[src/hw/rtl/omni_wheel_mixer_normalized_assert.svh]
// Assertion macros shared by the omni-wheel mixer RTL.
// No dependencies; included inside module bodies.
`ifndef OMNI_WHEEL_MIXER_NORMALIZED_ASSERT_SVH
`define OMNI_WHEEL_MIXER_NORMALIZED_ASSERT_SVH

// Same-cycle implication, held off during reset
`define OWMN_ASSERT_IMPL(lbl, clk, rstn, ante, cons) \
  lbl: assert property (@(posedge clk) disable iff (!rstn) (ante) |-> (cons)) \
    else $error("omni wheel mixer: same-cycle check failed");

// Next-cycle implication, held off during reset
`define OWMN_ASSERT_NEXT(lbl, clk, rstn, ante, cons) \
  lbl: assert property (@(posedge clk) disable iff (!rstn) (ante) |=> (cons)) \
    else $error("omni wheel mixer: next-cycle check failed");

`endif

[src/hw/rtl/owmn_pkg.sv]
// Shared widths, direction codes and the divider word for the omni-wheel mixer.
// No dependencies.
package owmn_pkg;

  localparam int unsigned NUM_W    = 4;   // wheels
  localparam int unsigned NUM_AX   = 3;   // x, y, rotation
  localparam int unsigned CMD_W    = 15;  // signed command width
  localparam int unsigned SUM_W    = 17;  // signed wheel sum
  localparam int unsigned MAG_W    = 16;  // |sum| <= 49152
  localparam int unsigned DUTY_W   = 14;  // ceiling and duty width
  localparam int unsigned DIR_W    = 2;
  localparam int unsigned REM_W    = MAG_W + DUTY_W - 1 + 1; // |sum| * ceiling < 2^30
  localparam int unsigned WHEEL_W  = DUTY_W + DIR_W;
  localparam int unsigned IN_RAW_W = 3 * CMD_W + DUTY_W;
  localparam int unsigned IN_TD_W  = ((IN_RAW_W + 7) / 8) * 8;
  localparam int unsigned OUT_TD_W = ((NUM_W * WHEEL_W + 7) / 8) * 8;

  // Axis negation per wheel, bit 0 = x, bit 1 = y, bit 2 = rotation
  localparam logic [NUM_W-1:0][NUM_AX-1:0] MIX_NEG = {3'b000, 3'b001, 3'b011, 3'b010};

  typedef enum logic [DIR_W-1:0] {
    DIR_BRAKE    = 2'd0,
    DIR_FORWARD  = 2'd1,
    DIR_BACKWARD = 2'd2
  } owmn_dir_e;

  // Word handed along the divider row
  typedef struct packed {
    logic [NUM_W-1:0][REM_W-1:0]  rem;
    logic [NUM_W-1:0][DUTY_W-1:0] quo;
    logic [MAG_W-1:0]             peak;
    logic [NUM_W-1:0]             neg;
  } owmn_div_t;

endpackage

[src/hw/rtl/owmn_front.sv]
// Front end: wheel mixing, magnitudes, peak search and numerator products.
// Depends on owmn_pkg.
module owmn_front (
  input  logic                           clk_i,
  input  logic                           rst_ni,
  input  logic                           din_valid_i,
  output logic                           din_ready_o,
  input  logic [owmn_pkg::CMD_W-1:0]     move_x_i,
  input  logic [owmn_pkg::CMD_W-1:0]     move_y_i,
  input  logic [owmn_pkg::CMD_W-1:0]     turn_rate_i,
  input  logic [owmn_pkg::DUTY_W-1:0]    duty_ceiling_i,
  output logic                           dout_valid_o,
  input  logic                           dout_ready_i,
  output owmn_pkg::owmn_div_t            dout_o
);
  import owmn_pkg::*;

  logic                              s1_valid_q;
  logic [NUM_W-1:0][MAG_W-1:0]       mag_q, mag_d;
  logic [NUM_W-1:0]                  neg_q, neg_d;
  logic [DUTY_W-1:0]                 ceil_q;
  logic                              s2_valid_q;
  owmn_div_t                         div_q, div_d;
  logic                              s1_ready, s2_ready;
  logic [NUM_AX-1:0][SUM_W-1:0]      cmd_ext;
  logic [SUM_W-1:0]                  sum;
  logic [MAG_W-1:0]                  pk01, pk23;

  assign s2_ready    = !s2_valid_q || dout_ready_i;
  assign s1_ready    = !s1_valid_q || s2_ready;
  assign din_ready_o = s1_ready;

  // Mix the three commands into four signed sums, then split sign and magnitude
  always_comb begin
    cmd_ext[0] = {{(SUM_W-CMD_W){move_x_i[CMD_W-1]}}, move_x_i};
    cmd_ext[1] = {{(SUM_W-CMD_W){move_y_i[CMD_W-1]}}, move_y_i};
    cmd_ext[2] = {{(SUM_W-CMD_W){turn_rate_i[CMD_W-1]}}, turn_rate_i};
    sum   = '0;
    mag_d = '0;
    neg_d = '0;
    for (int j = 0; j < NUM_W; j++) begin
      sum = '0;
      for (int a = 0; a < NUM_AX; a++) begin
        sum = MIX_NEG[j][a] ? (sum - cmd_ext[a]) : (sum + cmd_ext[a]);
      end
      neg_d[j] = sum[SUM_W-1];
      mag_d[j] = sum[SUM_W-1] ? MAG_W'(-sum) : MAG_W'(sum);
    end
  end

  // Peak magnitude and the four numerators |sum| * ceiling
  always_comb begin
    pk01 = (mag_q[0] > mag_q[1]) ? mag_q[0] : mag_q[1];
    pk23 = (mag_q[2] > mag_q[3]) ? mag_q[2] : mag_q[3];
    div_d      = '0;
    div_d.peak = (pk01 > pk23) ? pk01 : pk23;
    div_d.neg  = neg_q;
    for (int j = 0; j < NUM_W; j++) begin
      div_d.rem[j] = {{(REM_W-MAG_W){1'b0}}, mag_q[j]}
                   * {{(REM_W-DUTY_W){1'b0}}, ceil_q};
    end
  end

  // Stage valid bits
  always_ff @(posedge clk_i or negedge rst_ni) begin
    if (!rst_ni) begin
      s1_valid_q <= 1'b0;
      s2_valid_q <= 1'b0;
    end else begin
      if (s1_ready) s1_valid_q <= din_valid_i;
      if (s2_ready) s2_valid_q <= s1_valid_q;
    end
  end

  // Stage payloads
  always_ff @(posedge clk_i) begin
    if (s1_ready && din_valid_i) begin
      mag_q  <= mag_d;
      neg_q  <= neg_d;
      ceil_q <= duty_ceiling_i;
    end
    if (s2_ready && s1_valid_q) begin
      div_q <= div_d;
    end
  end

  assign dout_valid_o = s2_valid_q;
  assign dout_o       = div_q;

endmodule

[config.mk]
export PLATFORM = sky130hd
export DESIGN_NAME = owmn_front
export DESIGN_NICKNAME = d
export VERILOG_FILES = /design/src/hw/rtl/omni_wheel_mixer_normalized_assert.svh /design/src/hw/rtl/owmn_pkg.sv /design/src/hw/rtl/owmn_front.sv
export SDC_FILE = /design/constraint.sdc
export NUM_CORES = 2
export LEC_CHECK = 0
export ABC_AREA = 1
export BUFFER_PORTS_ARGS = -buffer_cell sky130_fd_sc_hd__buf_2
export CORE_MARGIN = 3
export CORE_UTILIZATION = 43
export CTS_CLUSTER_DIAMETER = 80
export DETAILED_ROUTE_END_ITERATION = 16
export PLACE_DENSITY = 0.64
export REMOVE_ABC_BUFFERS = 1
export SKIP_CTS_REPAIR_TIMING = 1
export SLEW_MARGIN = 10
export SYNTH_ARGS = -nofsm -noshare
export SYNTH_HDL_FRONTEND = slang
export SYNTH_SLANG_ARGS = --single-unit
[constraint.sdc]
create_clock -name clk_i -period 10.2 [get_ports clk_i]
set_input_delay 0.51 -clock clk_i [delete_from_list [all_inputs] [get_ports clk_i]]
set_output_delay 0.51 -clock clk_i [all_outputs]
set_load 0.01 [all_outputs]
==> metrics list <==
- The flow ran to the end, and the final reports show no timing, DRC or antenna violations.
- CTS Buf Count: 31
* Proportion of register bits with asynchronous set or reset after synthesis: 0.9174%
- Data arrives at the worst endpoint at 6.75 ns.
- The worst setup path is launched from a flip-flop.
- Top post-synthesis cells by area: sky130_fd_sc_hd__fa_1 (31%), sky130_fd_sc_hd__edfxtp_1 (14%), sky130_fd_sc_hd__ha_1 (13%)
- The HPWL after detailed placement is 95.55 mm.
- The number of antenna violations at the first check in global routing is 14.
- Setup repair after global routing left no endpoint under its margin.
- The floorplan has 119 rows.
- Critical path required time: 10.55 ns
- TNS Setup: 0 ns
- DRT antenna net count: 0
- Area delta synth->final: 6.660%
- The post-route netlist has 5.598% of its cells at a drive strength greater than 1.
- CTS H-tree depth: 1
* Die area: 0.1114 mm2
- Post-synthesis sequential area ratio: 14.15%
* Sum of overflow across all layers after global routing: 0
* Final worst-path cycle share: 62.76%
* Critical Path Fanout Max: 46
- The net count of the finished layout is 7185.
* Floorplan Core Area: 0.1060 mm2
- Sequence of cells on the critical path: buf_4 > nand2_1 > fa_1 > fa_1 > inv_1 > fa_1 > inv_1 > fa_1 > fa_1 > fa_1 > inv_1 > ha_1 > a21oi_1 > a21boi_0 > nand2_1 > a31oi_1 > o21ai_0 > xor2_1
- The worst setup path is of the reg2reg kind.
* Post-Route Skew: 0.03438 ns
- Measured along the x axis, the die boundary spans 333.8 um.
* Library cell occupying the most area in the post-synthesis netlist: sky130_fd_sc_hd__fa_1
- Yosys mapped a number of flops with a built-in enable equal to 216.
- On the critical path the largest part of the delay comes from adder cells.
* Final std cells w/o fill: 7326
- The number of buffers and inverters on the critical path is 4.
- Netlist cell types: 49
- Average detailed-routed wire length per instance: 16.57 um
- 261 I/O pins were placed.
- Slowest cell delay on critical path: 0.70 ns
- Summed over all layers, the routed wires come to 121.4 mm.
- Max capacitance violation total: 0
- Clock tree synthesis found a total of 218 sinks.
- Before CTS, the worst setup slack after placement is 3.857 ns.
- Initial Util: 43.57%
- Ratio of routed vias to standard cells: 4.992
- The first global-routing pass estimated 197.4 mm of wire.
- Final weighted congestion in routability-driven placement: 0.9284
* Number of port buffers: 204
* Syn. warnings: 0
- Maximum number of buffers from clock root to sink: 3
- In the layout the commonest cells are sky130_fd_sc_hd__nand2_1 (1530), sky130_fd_sc_hd__inv_1 (1522), sky130_fd_sc_hd__fa_1 (721).
- After synthesis, the largest area contributor takes up 31.25% of total cell area.
- Entering global routing, the biggest net connects 138 pins.
- For this run, the top clock speed supported by timing is 156.2 MHz.
- Synthesized flop and latch total: 218
- Counting the fill cells in the layout gives 10560.
* Post-Syn Instances: 5824
- CTS tree: built
* Via count: 36570
- The first routing iteration left 2614 violations.
- Worst-skew pair later-pin latency: 0.63 ns
- Category of the worst setup path capture point: flip-flop
- Clock-pin slew was measured on the worst setup and hold paths at 0.06 ns.
- Slew HR: 32.42%
- Drt pass-1 iters: 6
- The count of final hold-check violations was 0.
- The via count of the first global-routing pass is 37240.
- Worst Max-Slew Pin Slew: 1.014 ns
- In the routed design, unresolved DRC markers number 0.
- Die height: 333.8 um
* Post-placement cell count: 7264
- Buffer type at the clock tree root: sky130_fd_sc_hd__clkbuf_16
- The mapped netlist covers 0.04619 mm2.
* Max-slew violations: 0
* Path class of the lowest-slack min-delay path: in2reg
- Among the stages of the critical path, the cell type that occurs most often is sky130_fd_sc_hd__fa_1.
- Most common cell after layout, fill and taps aside: sky130_fd_sc_hd__nand2_1
* Slowest cell on crit path: sky130_fd_sc_hd__edfxtp_1
- Primary FF master, synth: sky130_fd_sc_hd__edfxtp_1
* Final worst-path setup slack: 3.798 ns
* Total global-route track usage: 22.08%
- After synthesis, the mean cell area works out to 7.932 um2.
* Number of setup violations in the final report: 0
- Final critical delay including setup and external delays: 6.402 ns
## final timing paths
kind,startpoint,to,slack [ns],depth (start not counted)
worst max-delay path,ceil_q[3],dout_o[153],3.80,18
min in group asynchronous,rst_ni,dout_valid_o,0.19,2
worst min-delay path,duty_ceiling_i[10],ceil_q[10],0.05,1
worst min register to register,neg_q[2],dout_o[2],0.43,0
worst max register to register,ceil_q[3],dout_o[153],3.80,18
max in group asynchronous,rst_ni,s1_valid_q,9.91,2
## cell type report
class / count / area, um2 / share of cell area [%]
Inverter: 1530 / 5744 / 11.66
Multi-Input combinational cell: 3899 / 32990 / 66.95
Sequential cell: 218 / 6536 / 13.27
Antenna cell: 4 / 10.01 / 0.02032
Tap cell: 1391 / 1740 / 3.532
Timing Repair Buffer: 227 / 1209 / 2.453
Clock buffer: 33 / 783.3 / 1.590
Clock inverter: 24 / 262.8 / 0.5333
## metal layers
metal  global-route usage (%)  vias to the layer above  share of wire, %
met2                    35.43                     1291                45
met4                    7.537                        6               3.5
li1                         -                    17370                 -
met5                        0                        -             0.034
met3                    3.448                      204               7.9
met1                    30.58                    17700                44
## sequential cells by signal (all words and copies together) (netlist names)
register,cells
dout_valid_o,1
ceil_q,14
s1_valid_q,1
dout_o,137
mag_q,61
neg_q,4
## through the flow
step	utilization [%]	cell area (um2)	hold WS, ns
6_report	46.48	49270	0.05428
5_1_grt	46.47	49270	0.02431
4_1_cts	46.46	49250	-0.3940
3_5_place_dp	45.47	48210	0.2992
3_3_place_gp	45.47	48210	0.2946
2_1_floorplan	-	45250	0.2144
## Yosys cell counts, types with 7 or more instances
cell                       number
sky130_fd_sc_hd__and2_1        17
sky130_fd_sc_hd__buf_4         60
sky130_fd_sc_hd__a21o_1        17
sky130_fd_sc_hd__nand4_1       39
sky130_fd_sc_hd__o21a_1         8
sky130_fd_sc_hd__nand3_1      166
sky130_fd_sc_hd__fa_1         721
sky130_fd_sc_hd__edfxtp_1     216
sky130_fd_sc_hd__nor3_1        28
sky130_fd_sc_hd__inv_2          7
sky130_fd_sc_hd__nand3b_1      41
sky130_fd_sc_hd__clkbuf_1     163
sky130_fd_sc_hd__a21oi_1      197
sky130_fd_sc_hd__a31oi_1       21
sky130_fd_sc_hd__o21bai_1       7
sky130_fd_sc_hd__ha_1         494
sky130_fd_sc_hd__nand2_1     1530
sky130_fd_sc_hd__inv_1       1523
sky130_fd_sc_hd__nor2_1       209
sky130_fd_sc_hd__nand2_2       21
sky130_fd_sc_hd__o21ai_0       94
sky130_fd_sc_hd__xnor2_1       67
sky130_fd_sc_hd__xor2_1       115
## cells by family (layout without fill, tap and decap cells)
kind of cell / Yosys count / after routing / share of synthesized area, %
simple gates: 2064 / 2064 / 18.21
buf+inv: 1762 / 1814 / 14.92
fa+ha+maj: 1215 / 1215 / 44.63
compound gates: 380 / 380 / 4.572
flops: 218 / 218 / 14.15
xor+xnor: 184 / 184 / 3.521
other cells: 1 / 60 / 0.008118
Power is not shown: default switching activity piles up to over one toggle a cycle in this logic, so the estimate is an artifact.
