File: src/hw/rtl/omni_wheel_mixer_normalized_assert.svh
// Assertion macros shared by the omni-wheel mixer RTL.
// No dependencies; included inside module bodies.
`ifndef OMNI_WHEEL_MIXER_NORMALIZED_ASSERT_SVH
`define OMNI_WHEEL_MIXER_NORMALIZED_ASSERT_SVH

// Same-cycle implication, held off during reset
`define OWMN_ASSERT_IMPL(lbl, clk, rstn, ante, cons) \
  lbl: assert property (@(posedge clk) disable iff (!rstn) (ante) |-> (cons)) \
    else $error("omni wheel mixer: same-cycle check failed");

// Next-cycle implication, held off during reset
`define OWMN_ASSERT_NEXT(lbl, clk, rstn, ante, cons) \
  lbl: assert property (@(posedge clk) disable iff (!rstn) (ante) |=> (cons)) \
    else $error("omni wheel mixer: next-cycle check failed");

`endif

File: src/hw/rtl/owmn_pkg.sv
// Shared widths, direction codes and the divider word for the omni-wheel mixer.
// No dependencies.
package owmn_pkg;

  localparam int unsigned NUM_W    = 4;   // wheels
  localparam int unsigned NUM_AX   = 3;   // x, y, rotation
  localparam int unsigned CMD_W    = 15;  // signed command width
  localparam int unsigned SUM_W    = 17;  // signed wheel sum
  localparam int unsigned MAG_W    = 16;  // |sum| <= 49152
  localparam int unsigned DUTY_W   = 14;  // ceiling and duty width
  localparam int unsigned DIR_W    = 2;
  localparam int unsigned REM_W    = MAG_W + DUTY_W - 1 + 1; // |sum| * ceiling < 2^30
  localparam int unsigned WHEEL_W  = DUTY_W + DIR_W;
  localparam int unsigned IN_RAW_W = 3 * CMD_W + DUTY_W;
  localparam int unsigned IN_TD_W  = ((IN_RAW_W + 7) / 8) * 8;
  localparam int unsigned OUT_TD_W = ((NUM_W * WHEEL_W + 7) / 8) * 8;

  // Axis negation per wheel, bit 0 = x, bit 1 = y, bit 2 = rotation
  localparam logic [NUM_W-1:0][NUM_AX-1:0] MIX_NEG = {3'b000, 3'b001, 3'b011, 3'b010};

  typedef enum logic [DIR_W-1:0] {
    DIR_BRAKE    = 2'd0,
    DIR_FORWARD  = 2'd1,
    DIR_BACKWARD = 2'd2
  } owmn_dir_e;

  // Word handed along the divider row
  typedef struct packed {
    logic [NUM_W-1:0][REM_W-1:0]  rem;
    logic [NUM_W-1:0][DUTY_W-1:0] quo;
    logic [MAG_W-1:0]             peak;
    logic [NUM_W-1:0]             neg;
  } owmn_div_t;

endpackage

File: src/hw/rtl/owmn_cell.sv
// One restoring-division cell: settles one quotient bit for all four wheels.
// Depends on owmn_pkg.
module owmn_cell #(
  parameter int unsigned BIT = 0
) (
  input  logic                clk_i,
  input  logic                rst_ni,
  input  logic                din_valid_i,
  output logic                din_ready_o,
  input  owmn_pkg::owmn_div_t din_i,
  output logic                dout_valid_o,
  input  logic                dout_ready_i,
  output owmn_pkg::owmn_div_t dout_o
);
  import owmn_pkg::*;

  logic             valid_q;
  owmn_div_t        cell_q, cell_d;
  logic [REM_W-1:0] dsh;

  assign din_ready_o = !valid_q || dout_ready_i;

  // Trial subtract of peak << BIT per wheel
  always_comb begin
    dsh    = REM_W'(din_i.peak) << BIT;
    cell_d = din_i;
    for (int j = 0; j < NUM_W; j++) begin
      if (din_i.rem[j] >= dsh) begin
        cell_d.rem[j]      = din_i.rem[j] - dsh;
        cell_d.quo[j][BIT] = 1'b1;
      end
    end
  end

  always_ff @(posedge clk_i or negedge rst_ni) begin
    if (!rst_ni) begin
      valid_q <= 1'b0;
    end else if (din_ready_o) begin
      valid_q <= din_valid_i;
    end
  end

  always_ff @(posedge clk_i) begin
    if (din_ready_o && din_valid_i) begin
      cell_q <= cell_d;
    end
  end

  assign dout_valid_o = valid_q;
  assign dout_o       = cell_q;

endmodule

File: config.mk
export PLATFORM = sky130hd
export DESIGN_NAME = owmn_cell
export DESIGN_NICKNAME = d
export VERILOG_FILES = /design/src/hw/rtl/omni_wheel_mixer_normalized_assert.svh /design/src/hw/rtl/owmn_pkg.sv /design/src/hw/rtl/owmn_cell.sv
export SDC_FILE = /design/constraint.sdc
export NUM_CORES = 1
export LEC_CHECK = 0
export ABC_CLOCK_PERIOD_IN_PS = 8750
export BUFFER_PORTS_ARGS = -buffer_cell sky130_fd_sc_hd__buf_2
export CELL_PAD_IN_SITES_DETAIL_PLACEMENT = 1
export CELL_PAD_IN_SITES_GLOBAL_PLACEMENT = 1
export CORE_UTILIZATION = 42
export DETAILED_ROUTE_END_ITERATION = 6
export PLACE_DENSITY_LB_ADDON = 0.1
export SLEW_MARGIN = 40
export SYNTH_ARGS = -nofsm -noshare
export SYNTH_HDL_FRONTEND = slang
export SYNTH_SLANG_ARGS = --single-unit
File: constraint.sdc
create_clock -name clk_i -period 8.75 [get_ports clk_i]
set_clock_uncertainty 0.05 [all_clocks]
set_input_delay 1.75 -clock clk_i [delete_from_list [all_inputs] [get_ports clk_i]]
set_output_delay 1.75 -clock clk_i [all_outputs]
set_load 0.02 [all_outputs]
==> results.cfg, run 1 <==
[status]
outcome = completed

[routing]
routed_wl_um = 38700
wl_per_cell_um = 21.8
via_count = 9839
dr.pass1.iters = 4
first_iter_violations = 674
drc = 0
via_per_inst = 5.55
ant_nets = 0

[power]
p_leak_nw = 5.99
peakVddDrop_mv = 0.0851
power_density_mw_per_mm2 = 180
power_mw = 2.58

[yosys]
synth.top_cells.by_count = 196 x edfxtp_1, 84 x nand2_1, 83 x o21ai_0
synth-edff-count = 196
ys_types = 69
synth_area_leaders = edfxtp_1 52%, ha_1 7.0%, xor2_1 4.4%
synth_fp_nets = 1310
synth_area_leader_cell = edfxtp_1
synth_top_flop_cell = edfxtp_1
synth-async-reset-ratio = 0.00508
synth_top_area_share = 0.515
post-synth-top-count-cell = edfxtp_1
syn_inst = 1042
synth-seq-cells = 197
yosysSeqAreaShare = 0.517
synthesis.area_mm2 = 0.0114
yosysWarnings = 0
syn_avg_cell_area_um2 = 11.0

[global_route]
grt_pass1_vias = 10100
grt_first_pass_wirelength_um = 58700
grt_usage = 0.275
grt_max_degree = 153
antenna_found_initial = 6
grt-ovfl-total = 0

[sta]
fmax_mhz = 204
drv_slew = 0
timing.hold.ws_ns = 0.594
setup_tns_ns = 0
final_hold_viol_count = 0
fin_crit_sh = 0.560
tightestPinTransition_ns = 0.744
slew_headroom = 0.498
fin_crit_ns = 4.90
setup_viol = 0
rsz0062_at_grt = false

[finish]
area_growth_syn_to_layout_pct = 25.6
fin_area_mm2 = 0.0143
final_net_count = 1691
final_util = 0.544
drive_gt1_frac = 0.314

[worst_setup_path]
critPathMaxFanout = 13
cp.required_ns = 8.90
max_stage_delay_ns = 0.61
cp_top_family = compound AO/OA/AOI/OAI gates
crit_start = din_i[19]
rrSetupSlack_ns = 6.28
cp.depth = 11
r2r_start = dout_valid_o
worst-path-buf-inv = 3
path_cells = buf_2 > inv_1 > ha_1 > nand3_1 > or4_1 > o211ai_1 > nor2_1 > a21oi_1 > buf_4 > nand4_1 > xnor2_1
slowest_stage = a21oi_1
reg2reg_to = dout_o[10]
rr_worst_depth = 4
worst_setup_path_end_kind = register
endpoint = dout_o[105]
cp-start-kind = primary input
critPathArrivalTime_ns = 5.05
worstSetupPathType = primary input to register

[clocking]
cts.reportedPaths.clkPinSlew_ns = 0.08
clk_latency_ns = 0.44
cts_tree = done
clk_path_buf_depth = 2
cts_resized = 0
htree_levels = 4
cts_made_buffers = 17
clock-sinks = 197
cts_setup_buffers = 0
cts_root_buf = clkbuf_16
postCtsHoldBufs = 0

[floorplanning]
die-area_mm2 = 0.0279
dieHeight_um = 167
start_util = 0.433
die_x_um = 167
num_rows = 59
io-pin-count = 398
core_area_mm2 = 0.0264

[placed_design]
dp_hpwl_um = 29900
port_buffers = 397
gp_congestion = 0.859
placed_area_mm2 = 0.0137

[worst_hold_path]
min_path_type = register to register

[flow_run]
max_cap_violations = 0
[tightest hold or removal path, cell delays in order (launching register included)]
cell and delay [ns]:
dfrtp_1 0.37, nand2b_1 0.13, nand2b_1 0.12
[report_power, final]
group | leakage [nW] | switching [mW] | total [mW] | internal (mW)
logic | 3.83 | 0.387 | 0.604 | 0.217
registers | 1.87 | 0.0182 | 1.15 | 1.13
clock network | 0.286 | 0.418 | 0.828 | 0.410
[sequential cells by signal, indices dropped and copies added, names as in the netlist]
signal,cells
dout_valid_o,1
dout_o,196
[final cells by class]
| cell class | count | area (µm²) |
|---|---|---|
| multi-input cells | 765 | 5200 |
| diodes | 3 | 7.51 |
| fillers | 3026 | 12000 |
| clock inverters | 14 | 165 |
| repair buffers | 403 | 2060 |
| flip-flops and latches | 197 | 5910 |
| well taps | 335 | 419 |
| inverters | 39 | 146 |
| clock buffers | 18 | 429 |
[layer usage]
metal	up-vias	part of all wire	routed length, µm	track usage
met5	-	0.00093	36	0
met4	6	0.025	959	0.0994
met3	55	0.064	2470	0.0611
met2	320	0.51	19600	0.485
met1	4772	0.40	15600	0.328
li1	4686	-	-	-
[cells by family (layout without fill, tap and decap cells)]
group	count (synthesis)	in the layout	share of synthesized area
and+or+nand+nor	332	332	0.153
AOI/OAI and AO/OA	261	261	0.143
DFF	197	197	0.517
xor gates and xnor gates	99	99	0.0759
buffers and inverters	80	474	0.0285
adders and majority gates	68	68	0.0771
muxes	5	5	0.00460
other	0	3	0
[cell usage in the layout, fill, tap and decap left out, types with 17 or more instances in the layout]
cell	n
xnor2_1	41
o21ai_0	83
nand2_1	84
a21oi_1	65
nor2_1	58
inv_1	39
nor3_1	31
ha_1	64
nor4_1	22
xor2_1	58
clkbuf_16	17
edfxtp_1	196
a21o_1	35
nand3_1	22
buf_2	397
nand4_1	17
nand2b_1	19
[metrics by stage]
step           instances  worst slack [ns]
2_1_floorplan       1042              1.60
3_3_place_gp        1738              3.46
3_5_place_dp        1738              3.26
4_1_cts             1770              3.73
5_1_grt             1774              3.56
6_report            1774              3.85
[worst min path at each step]
stage	cells past startpoint	to	startpoint	slack, ns
2_1_floorplan	2	dout_valid_o	dout_valid_o	0.73
3_3_place_gp	2	dout_valid_o	dout_valid_o	0.56
3_5_place_dp	2	dout_valid_o	dout_valid_o	0.57
4_1_cts	2	dout_valid_o	dout_valid_o	0.60
5_1_grt	2	dout_valid_o	dout_valid_o	0.64
6_report	2	dout_valid_o	dout_valid_o	0.59
(Power assumes the default switching activity.)
==> run 2: changes to the inputs <==
--- a/config.mk
+++ b/config.mk
@@ -5,11 +5,11 @@
 export SDC_FILE = /design/constraint.sdc
 export NUM_CORES = 1
 export LEC_CHECK = 0
-export ABC_CLOCK_PERIOD_IN_PS = 8750
+export ABC_CLOCK_PERIOD_IN_PS = 4700
 export BUFFER_PORTS_ARGS = -buffer_cell sky130_fd_sc_hd__buf_2
 export CELL_PAD_IN_SITES_DETAIL_PLACEMENT = 1
 export CELL_PAD_IN_SITES_GLOBAL_PLACEMENT = 1
-export CORE_UTILIZATION = 42
+export CORE_UTILIZATION = 39
 export DETAILED_ROUTE_END_ITERATION = 6
 export PLACE_DENSITY_LB_ADDON = 0.1
 export SLEW_MARGIN = 40
==> constraint.sdc (replaced) <==
create_clock -name clk_i -period 4.7 [get_ports clk_i]
set_clock_uncertainty 0.05 [all_clocks]
set_input_delay 0.94 -clock clk_i [delete_from_list [all_inputs] [get_ports clk_i]]
set_output_delay 0.94 -clock clk_i [all_outputs]
set_load 0.02 [all_outputs]
==> results.cfg, run 2 (synthesis gave the netlist of run 1 again) <==
[routing]
wl_per_cell_um = 21.3
via_count = 9849
dr.pass1.iters = 5
via_per_inst = 5.38
ant_nets = 0
routed_wl_um = 39000
drc = 0
first_iter_violations = 474

[sta]
fmax_mhz = 259
rsz0062_at_grt = false
drv_slew = 0
setup_viol = 0
slew_headroom = 0.540
tightestPinTransition_ns = 0.691
timing.hold.ws_ns = 0.206
setup_tns_ns = 0
fin_crit_sh = 0.822
final_hold_viol_count = 0
fin_crit_ns = 3.86

[power]
power_frac_comb = 0.232
p_switching_mw = 1.44
peakVddDrop_mv = 0.210
p_sw_frac = 0.296
p_seq_frac = 0.443
intPower_mw = 3.41
clock_power_share = 0.325
p_leak_nw = 6.04
power_density_mw_per_mm2 = 334

[clocking]
postCtsHoldBufs = 0
clk_path_buf_depth = 2
cts_tree = done
htree_levels = 4
cts_setup_buffers = 0
cts_resized = 0
clock-sinks = 197
cts_root_buf = clkbuf_16
cts_made_buffers = 17
clk_latency_ns = 0.44
cts.reportedPaths.clkPinSlew_ns = 0.07

[placed_design]
gp_congestion = 0.861
placed_area_mm2 = 0.0139
port_buffers = 397
dp_hpwl_um = 30600

[worst_setup_path]
r2r_start = dout_valid_o
critPathMaxFanout = 11
rr_worst_depth = 3
worst_setup_path_end_kind = register
crit_start = din_i[18]
critPathArrivalTime_ns = 4.00
worstSetupPathType = primary input to register
rrSetupSlack_ns = 2.58
cp-start-kind = primary input
endpoint = dout_o[96]
reg2reg_to = dout_o[82]
cp.required_ns = 4.84

[global_route]
antenna_found_initial = 4
grt_max_degree = 86
grt-ovfl-total = 0
grt_pass1_vias = 10000
grt_first_pass_wirelength_um = 59200
grt_usage = 0.260

[floorplanning]
num_rows = 62
die-area_mm2 = 0.0300
dieHeight_um = 173
die_x_um = 173
core_area_mm2 = 0.0288
start_util = 0.397
io-pin-count = 398

[finish]
nFillCells = 3273
fin_area_mm2 = 0.0145
final_util = 0.504
final_net_count = 1703
multiInputGateArea_mm2 = 0.00519
drive_gt1_frac = 0.317
final_common_cell = buf_2
largest_reg_flops = 196
final_cell_mix = 397 x buf_2, 196 x edfxtp_1, 84 x nand2_1, 83 x o21ai_0, 65 x a21oi_1
area_growth_syn_to_layout_pct = 26.9
regArea_mm2 = 0.00591

[flow_run]
max_cap_violations = 0

[worst_hold_path]
min_path_type = primary input to asynchronous set/reset pin

[status]
outcome = completed
[run 2: worst min-delay path by stage]
stage | from | end | depth (start not counted)
after floorplan | rst_ni | dout_valid_o | 0
after global placement | dout_valid_o | dout_valid_o | 2
after detailed placement | dout_valid_o | dout_valid_o | 2
after CTS | rst_ni | dout_valid_o | 1
after global routing | rst_ni | dout_valid_o | 1
final | rst_ni | dout_valid_o | 1
[run 2: layout make-up]
class | instances | area share
repair buffers | 415 | 0.148
clock inverters | 11 | 0.0123
inverters | 39 | 0.0101
flip-flops and latches | 197 | 0.408
multi-input cells | 765 | 0.358
diodes | 3 | 0.000518
clock buffers | 18 | 0.0296
well taps | 384 | 0.0332
[run 2: layer usage]
layer	up-vias	global-route usage	part of all wire	wire length, µm
met5	-	0	0.00033	13
met4	2	0.0940	0.024	953
met3	45	0.0479	0.044	1700
met2	266	0.461	0.51	19900
met1	4822	0.313	0.42	16400
li1	4714	-	-	-
[run 2: metrics by stage]
step / instances / total power [mW] / worst slack [ns]
2_1_floorplan: 1042 / 2.88 / 0.549
3_3_place_gp: 1800 / 3.29 / 0.545
3_5_place_dp: 1800 / 3.31 / 0.460
4_1_cts: 1829 / 4.89 / 0.850
5_1_grt: 1831 / 5.03 / 0.637
6_report: 1832 / 4.85 / 0.838
[run 2: worst max-delay path, cell delays in order]
cell and delay (ns):
buf_2 0.09, inv_1 0.16, ha_1 0.56, nand3_1 0.17, or4_1 0.52, o211ai_1 0.42, nor2_1 0.11, a21o_1 0.32
or4_1 0.55, xnor2_1 0.16
[run 2: power groups by stage]
| stage | registers, mW | logic (mW) | clock network (mW) |
|---|---|---|---|
| after floorplan | 2.36 | 0.521 | 0 |
| after detailed placement | 2.18 | 1.12 | 0 |
| after global routing | 2.16 | 1.22 | 1.66 |
| final | 2.14 | 1.13 | 1.57 |
| after CTS | 2.15 | 1.13 | 1.61 |
| after global placement | 2.18 | 1.11 | 0 |
==> run 3: changes to the inputs <==
--- a/config.mk
+++ b/config.mk
@@ -5,7 +5,7 @@
 export SDC_FILE = /design/constraint.sdc
 export NUM_CORES = 1
 export LEC_CHECK = 0
-export ABC_CLOCK_PERIOD_IN_PS = 4700
+export ABC_CLOCK_PERIOD_IN_PS = 3810
 export BUFFER_PORTS_ARGS = -buffer_cell sky130_fd_sc_hd__buf_2
 export CELL_PAD_IN_SITES_DETAIL_PLACEMENT = 1
 export CELL_PAD_IN_SITES_GLOBAL_PLACEMENT = 1
==> constraint.sdc (replaced) <==
create_clock -name clk_i -period 3.81 [get_ports clk_i]
set_clock_uncertainty 0.05 [all_clocks]
set_input_delay 0.762 -clock clk_i [delete_from_list [all_inputs] [get_ports clk_i]]
set_output_delay 0.762 -clock clk_i [all_outputs]
set_load 0.02 [all_outputs]
==> results.cfg, run 3 (synthesis gave the netlist of run 1 again) <==
[status]
outcome = completed

[routing]
dr.pass1.iters = 4
via_count = 9919
drc = 0
routed_wl_um = 38700
wl_per_cell_um = 20.8
first_iter_violations = 486
via_per_inst = 5.34
ant_nets = 0

[finish]
final_util = 0.509
final_cell_mix = 397 x buf_2, 196 x edfxtp_1, 84 x nand2_1, 83 x o21ai_0, 65 x a21oi_1
final_net_count = 1725
largest_reg_flops = 196
final_common_cell = buf_2
area_growth_syn_to_layout_pct = 28.2
drive_gt1_frac = 0.328

[flow_run]
max_cap_violations = 0

[sta]
tightestPinTransition_ns = 0.663
setup_tns_ns = 0
setup_ws_ns = 0.494
fin_crit_sh = 0.870
setup_viol = 0
final_hold_viol_count = 0
slew_headroom = 0.552
fmax_mhz = 302
drv_slew = 0
fin_crit_ns = 3.32
rsz0062_at_grt = false

[clocking]
cts_made_buffers = 17
clk_latency_ns = 0.44
cts.reportedPaths.clkPinSlew_ns = 0.07
htree_levels = 4
postCtsHoldBufs = 0
cts_tree = done
clk_path_buf_depth = 2
cts_setup_buffers = 0
cts_resized = 0
clock-sinks = 197
cts_root_buf = clkbuf_16

[global_route]
antenna_found_initial = 8
grt_max_degree = 107
grt_pass1_vias = 10000
grt_usage = 0.254
grt-ovfl-total = 0
grt_first_pass_wirelength_um = 58000

[power]
peakVddDrop_mv = 0.268
p_sw_frac = 0.307
p_switching_mw = 1.82
power_frac_comb = 0.236
clock_power_share = 0.317
p_leak_nw = 6.15
power_mw = 5.93
power_density_mw_per_mm2 = 405
intPower_mw = 4.11
p_seq_frac = 0.446

[floorplanning]
io-pin-count = 398
num_rows = 62
dieHeight_um = 173
die_x_um = 173
start_util = 0.397
die-area_mm2 = 0.0300
core_area_mm2 = 0.0288

[worst_setup_path]
critPathMaxFanout = 14
worst_setup_path_end_kind = register
cp_top_family = compound AO/OA/AOI/OAI gates
max_stage_delay_ns = 0.64
cp.required_ns = 3.92
worstSetupPathType = primary input to register
cp.depth = 10
worst-path-buf-inv = 3
slowest_stage = o41ai_1
critPathArrivalTime_ns = 3.42
rr_worst_depth = 3
cp-start-kind = primary input
path_cells = buf_2 > inv_1 > ha_1 > nor2b_1 > o31ai_1 > a211oi_1 > o41ai_1 > a21o_1 > buf_4 > o21ai_0

[placed_design]
dp_hpwl_um = 30900
port_buffers = 397
dp_slack_ns = 0.122
gp_congestion = 0.869

[worst_hold_path]
min_path_type = primary input to asynchronous set/reset pin
## run 3: changes by cell type in the layout (fill, tap and decap cells not counted), sizes merged
| cell | change |
|---|---|
| buf | +22 |
| clkbuf | -1 |
| clkinv | +5 |
| bufinv | -2 |
| inv | +3 |
| clkinvlp | -2 |
## run 3: per-stage QoR
step	instance area [µm²]	cells	hold slack (ns)
final	14600	1857	0.0263
after global routing	14600	1856	0.00505
after CTS	14600	1854	0.00687
after detailed placement	14000	1822	0.474
after global placement	14000	1822	0.462
after floorplan	11400	1042	0.416
## run 3: layout make-up
type / instances / area, µm²
Sequential cell: 197 / 5910
Multi-Input combinational cell: 765 / 5190
Clock buffer: 17 / 425
Fill cell: 3313 / 14100
Clock inverter: 15 / 174
Tap cell: 384 / 480
Timing Repair Buffer: 437 / 2310
Antenna cell: 3 / 7.51
Inverter: 39 / 146
## run 3: final timing paths
| path | startpoint | end | slack (ns) |
|---|---|---|---|
| max | din_i[6] | dout_o[81] | 0.49 |
| min | rst_ni | dout_valid_o | 0.03 |
| max reg2reg | dout_valid_o | dout_o[175] | 2.14 |
| min reg2reg | dout_valid_o | dout_valid_o | 0.49 |
| max in group asynchronous | rst_ni | dout_valid_o | 3.60 |
| min in group clk_i | din_i[2] | dout_o[2] | 0.44 |
## run 3: routing by layer
layer,global-route usage,part of all wire
met1,0.299,0.41
met4,0.110,0.035
met5,0,0.0014
met3,0.0547,0.050
met2,0.447,0.50
## run 3: power by group through the flow
stage | logic, mW | registers, mW | clock network, mW
global placement | 1.38 | 2.69 | 0
CTS | 1.41 | 2.65 | 1.92
global route | 1.53 | 2.66 | 1.99
floorplan | 0.644 | 2.90 | 0
finish | 1.40 | 2.65 | 1.88
detailed placement | 1.40 | 2.70 | 0
